`src/gvw_pkg.sv`:
```
`default_nettype none
// ----------------------------------------------------------------------------
// gvw_pkg
// Shared types and codes for the grid vertex weld block.
// ----------------------------------------------------------------------------
package gvw_pkg;

	localparam int unsigned COORD_W = 32;
	localparam int unsigned SCALE_W = 17;
	localparam int unsigned SRC_W   = 10;
	localparam int unsigned IDX_W   = 10;
	localparam int unsigned EPOCH_W = 8;

	localparam logic [SCALE_W-1:0] SCALE_MAX = 17'd65536;
	localparam logic [SCALE_W-1:0] SCALE_RST = 17'd10000;
	localparam logic [EPOCH_W-1:0] EPOCH_MAX = '1;
	localparam logic [EPOCH_W-1:0] EPOCH_FIRST = 8'd1;

	localparam logic KIND_POINT = 1'b0;
	localparam logic KIND_TRI   = 1'b1;

	localparam logic [1:0] STATUS_OK       = 2'd0;
	localparam logic [1:0] STATUS_FULL     = 2'd1;
	localparam logic [1:0] STATUS_UNLOADED = 2'd2;

	typedef struct packed {
		logic               kind;
		logic               restart;
		logic [COORD_W-1:0] coord_x;
		logic [COORD_W-1:0] coord_y;
		logic [COORD_W-1:0] coord_z;
		logic [SRC_W-1:0]   src_a;
		logic [SRC_W-1:0]   src_b;
		logic [SRC_W-1:0]   src_c;
	} gvw_req_t;

	typedef struct packed {
		logic             result_kind;
		logic [IDX_W-1:0] welded_index;
		logic             is_new;
		logic [IDX_W-1:0] tri_a;
		logic [IDX_W-1:0] tri_b;
		logic [IDX_W-1:0] tri_c;
		logic [1:0]       status;
	} gvw_res_t;

endpackage
`default_nettype wire

```
`src/gvw_key_unit.sv`:
```
`default_nettype none
// ----------------------------------------------------------------------------
// gvw_key_unit
// Shared grid key unit: |coord| * scale registered, then rounded half away
// from zero, shifted down by 16 and given the sign of the coordinate.
// ----------------------------------------------------------------------------
module gvw_key_unit import gvw_pkg::*; (
	input  wire logic               clk,
	input  wire logic [COORD_W-1:0] coord,
	input  wire logic [SCALE_W-1:0] scale,
	output logic      [COORD_W-1:0] key
);

	localparam int unsigned PROD_W = COORD_W + SCALE_W;

	logic [COORD_W-1:0] mag;
	logic [PROD_W-1:0]  prod_s1;
	logic               neg_s1;
	logic [PROD_W-1:0]  sum;
	logic [COORD_W-1:0] q;

	assign mag = coord[COORD_W-1] ? (~coord + 1'b1) : coord;

	always_ff @(posedge clk) begin
		prod_s1 <= PROD_W'(mag) * PROD_W'(scale);
		neg_s1  <= coord[COORD_W-1];
	end

	assign sum = prod_s1 + PROD_W'(32768);
	assign q   = sum[COORD_W+15:16];
	assign key = neg_s1 ? (~q + 1'b1) : q;

endmodule
`default_nettype wire

```
`config.mk`:
```
export PLATFORM = sky130hd
export DESIGN_NAME = gvw_key_unit
export DESIGN_NICKNAME = d
export VERILOG_FILES = /design/src/gvw_pkg.sv /design/src/gvw_key_unit.sv
export SDC_FILE = /design/constraint.sdc
export NUM_CORES = 1
export LEC_CHECK = 0
export ABC_AREA = 1
export BUFFER_PORTS_ARGS = -buffer_cell sky130_fd_sc_hd__buf_2
export CAP_MARGIN = 20
export CORE_ASPECT_RATIO = 0.9
export CORE_MARGIN = 2
export CORE_UTILIZATION = 25
export CTS_BUF_LIST = sky130_fd_sc_hd__clkbuf_16
export DETAILED_ROUTE_END_ITERATION = 7
export PLACE_DENSITY = 0.49
export SLEW_MARGIN = 20
export SYNTH_ARGS = -nofsm -noshare
export SYNTH_HDL_FRONTEND = slang
export SYNTH_SLANG_ARGS = --single-unit
```
`constraint.sdc`:
```
create_clock -name clk -period 9.89 [get_ports clk]
set_input_delay 1.4835 -clock clk [delete_from_list [all_inputs] [get_ports clk]]
set_output_delay 1.4835 -clock clk [all_outputs]
set_load 0.01 [all_outputs]
```
After elaboration in Yosys (flattened, before gate mapping)
Index checks and enable logic that the tools add are counted.
Word-level totals
  logic and storage cells: 10
  flip-flop bits (word level): 49
  output and inout port bits: 32
  input bits: 50
Cells by class
  bitwise logic cells: 2
  muxes and demuxes: 2
  add/sub/neg operators: 3
  multipliers: 1
Operators by type and width (count)
  32-bit by 1-bit adder with 32-bit output (second input constant): 2
  32-bit two-way mux: 2
  32-bit inverter: 2
  48-bit by 16-bit adder with 48-bit output (second input constant): 1
  32-bit by 17-bit multiplier with 48-bit output: 1

Longest topological paths before layout
  word-level depth: 4
  mapped depth: 36
  mapped depth without buffers: 36

Worst setup path after synthesis
No wires, ideal clock.
  kind: input to register
  start: in coord[1]
  end: reg prod_s1[41]
  arrival time: 7515 ps
  setup slack: 2256 ps
  data required time: 9770 ps
  stages: 30
  buffers on the path: 0
  library setup time: 120 ps
  path through: inv_1 ha_1 nand3_1 nor2_2 nand3_1 nor2_1 a31oi_2 a21oi_1 nor2_1 nor2_4 nor2_1 fa_1 inv_1 fa_1 fa_1 inv_1 fa_1 fa_1 inv_1 fa_1 inv_1 ha_1 a21o_1 a31oi_1 o21ai_0 a21oi_1 nand3_1 nand2_1 nand2_1 xor2_1
Between the ends
  longest elaborated chain between the ends: 4
RTL lines
  start: declaration: line gvw_key_unit.sv:9  | input wire logic [COORD_W-1:0] coord,
  32-bit inverter: line gvw_key_unit.sv:22  | assign mag = coord[COORD_W-1] ? (~coord + 1'b1) : coord;
  32-bit by 1-bit adder with 32-bit output: line gvw_key_unit.sv:22
  32-bit two-way mux (*): line gvw_key_unit.sv:22
  32-bit by 17-bit multiplier with 48-bit output (*): line gvw_key_unit.sv:25  | prod_s1 <= PROD_W'(mag) * PROD_W'(scale);
  end signal: assignment: line gvw_key_unit.sv:25
  end: declaration: line gvw_key_unit.sv:17  | logic [PROD_W-1:0] prod_s1;
Mark *: on every way between the ends. The rest lies on a longest branch, timed or not.

Worst setup path in the final report
  start: in coord[0]
  end: reg prod_s1[41]
The elaborated chain is that of the path after synthesis.

==> impl_results.md <==
* Crit path launch type: primary input
* Number of port buffers at 81
* GRT overflow at 0
* Detailed router's first-iteration violation count at 1180
* Max-cap check violation count at 0
* Die width at 308 microns
* Core area at 82500 sq um
* Cell taking the most area after synthesis: fa_1
* DP HPWL at 58.2 mm
* Post-synth top cells: nand2_1, inv_1, fa_1
* Number of nets still failing antenna checks after routing at 0
* DRC violations left at 0
* Largest net degree at the start of global routing at 37
* TritonCTS Buffers at 5
* First-pass GRT wire length at 113 mm
* Hold buffer count at CTS at 0
* Top-count cell post-synth: nand2_1
* Syn_nets at 3465
* WHS Endpoint: neg_s1$_DFF_P_
* Met1 WL at 32.7 mm
* Critical Path Fanout Max at 11
* Final worst slack at 1.10 ns
* Seq/Total Area, Yosys at 3.28%
* Io pins at 82
* Metal3 WL at 3.85 mm
* CTS resizes at 0
* Worst path arrival time at 9.00 ns
* DR WL/cell at 17.8 microns
* Library cells used by synthesis at 50
* Worst Hold Launch: coord[31]
* Die Span Y at 277 microns
* Hold Crit Class: in -> reg
* Uppermost layer routed: met4
* Pre-CTS WS at 0.884 ns
* DIE AREA at 85200 sq um
* Metal2 WL at 32.3 mm
* Setup Fix Bufs, Post-CTS at 0
* Gr usage total at 17.0%
* Mapped Cells at 2849
* Syn-to-layout area delta at 8.56%
* Vias in the first global route at 19300
* RSZ-0062 raised after global routing: no
* Initial antenna violation count at 0
* Final hold vios at 0
* Total clock sinks at 34
* Stages on the worst setup path at 32
* WL final at 70.4 mm
* Top cell type's share of synthesized area at 43.1%
* Mapped cell area at 20700 sq um
* Worst Path Buf+Inv at 9
* Synth area leaders: fa_1, nand2_1, inv_1, ha_1, nor2_1
* Slew Limit Fails at 0
* Fin crit period at 8.79 ns
* Starting Density at 25.1%
* CP top delay family: adder cells
* Setup crit end kind: flip-flop
* Post-synth top flop: dfxtp_1
* Placer Congestion at 0.880
* DR pass1 iterations at 7
* # setup viols final at 0
* Root buffer cell: clkbuf_16
* Crit path kind: in -> reg
* Final core area utilization at 27.3%
* Row count at 100
* Worst EP required at 10.10 ns
* Number of synthesized flops with an enable pin at 0
* Final #Nets at 3498
* CP max stage delay at 0.58 ns
* Status: finished, final reports clean
* Clock Path Buffers at 2
* Setup_tns at 0 ns
* Syn. warnings at 0
* Worst-margin pin slew at 1.15 ns
* Slowest CP cell: nand2_1
* CP most frequent cell: inv_1
* FF+latch count, synth at 34
* Async SR Flop Fraction at 0%
* Avg Synthesized Cell Area at 7.28 sq um
* Worst-path clk slew at 0.05 ns
* Fmax at 114 MHz
* DR vias at 18000
* Final Cycle Share at 88.9%
* Avg Vias per Cell at 4.55
* CTS tree: yes
* Hold Path Depth at 2
* Slew margin rel. at 23.0%
* Ratio of cells with drive above 1 in the final layout at 6.56%
* # H-tree levels at 2
-- metrics by stage --
stage,area [sq um],instances,hold slack (ns)
floorplan,20700,2849,1.51
global placement,22400,3946,1.96
detailed placement,22400,3946,1.97
CTS,22500,3954,1.68
global route,22500,3954,1.68
finish,22500,3955,1.68
-- layout by cell type (no fill, tap or decap), drive strengths merged, types with 3 or more instances in the layout --
| cell | synthesis | routed |
|---|---|---|
| xor2 | 42 | 42 |
| clkinv | 5 | 8 |
| nor2 | 369 | 369 |
| a21o | 13 | 13 |
| xnor2 | 22 | 22 |
| ha | 120 | 120 |
| o21a | 3 | 3 |
| a31oi | 6 | 6 |
| buf | 19 | 114 |
| nand3 | 119 | 119 |
| nand4 | 15 | 15 |
| dfxtp | 34 | 34 |
| nor4 | 6 | 6 |
| clkbuf | 69 | 5 |
| or2 | 11 | 11 |
| a211oi | 3 | 3 |
| a21oi | 70 | 70 |
| o21bai | 11 | 11 |
| o21ai | 66 | 66 |
| nor3 | 17 | 17 |
| inv | 673 | 672 |
| fa | 446 | 446 |
| nand2 | 700 | 700 |
-- flip-flops by register name, summed over array words and instances, names as in the netlist --
name,cells
prod_s1,33
neg_s1,1
-- final cells by class --
| cell class | count | area (sq um) |
|---|---|---|
| fill | 9210 | 59900 |
| multi-input combinational | 2049 | 17100 |
| inverter | 678 | 2550 |
| tap | 1071 | 1340 |
| sequential | 34 | 681 |
| timing repair buffer | 114 | 653 |
| clock buffer | 5 | 125 |
| clock inverter | 3 | 16.3 |
| antenna | 1 | 2.50 |
-- cell families after synthesis --
| family | after synthesis | synth area share [%] |
|---|---|---|
| AND/OR/NAND/NOR | 1242 | 24.8 |
| buffers and inverters | 766 | 14.0 |
| AO/OA/AOI/OAI | 177 | 4.88 |
| flip-flops | 34 | 3.28 |
| XOR/XNOR | 64 | 2.74 |
| adder cells (fa/ha/maj) | 566 | 50.3 |
-- how the worst max path moves through the flow --
stage / endpoint / startpoint / slack, ns
finish: prod_s1[41]$_DFF_P_ / coord[0] / 1.10
global route: prod_s1[46]$_DFF_P_ / coord[0] / 0.55
CTS: prod_s1[46]$_DFF_P_ / coord[0] / 1.15
detailed placement: prod_s1[46]$_DFF_P_ / coord[0] / 0.88
global placement: prod_s1[46]$_DFF_P_ / coord[0] / 0.91
floorplan: prod_s1[41]$_DFF_P_ / coord[1] / 2.26
-- routing by layer --
| metal | track usage, % | vias to the layer above |
|---|---|---|
| li1 | - | 8388 |
| met1 | 23.8 | 9015 |
| met2 | 28.5 | 530 |
| met3 | 1.44 | 64 |
| met4 | 3.58 | 0 |
| met5 | 0 | - |
Power is not shown: default switching activity piles up to over one toggle a cycle in this logic, so the estimate is an artifact.
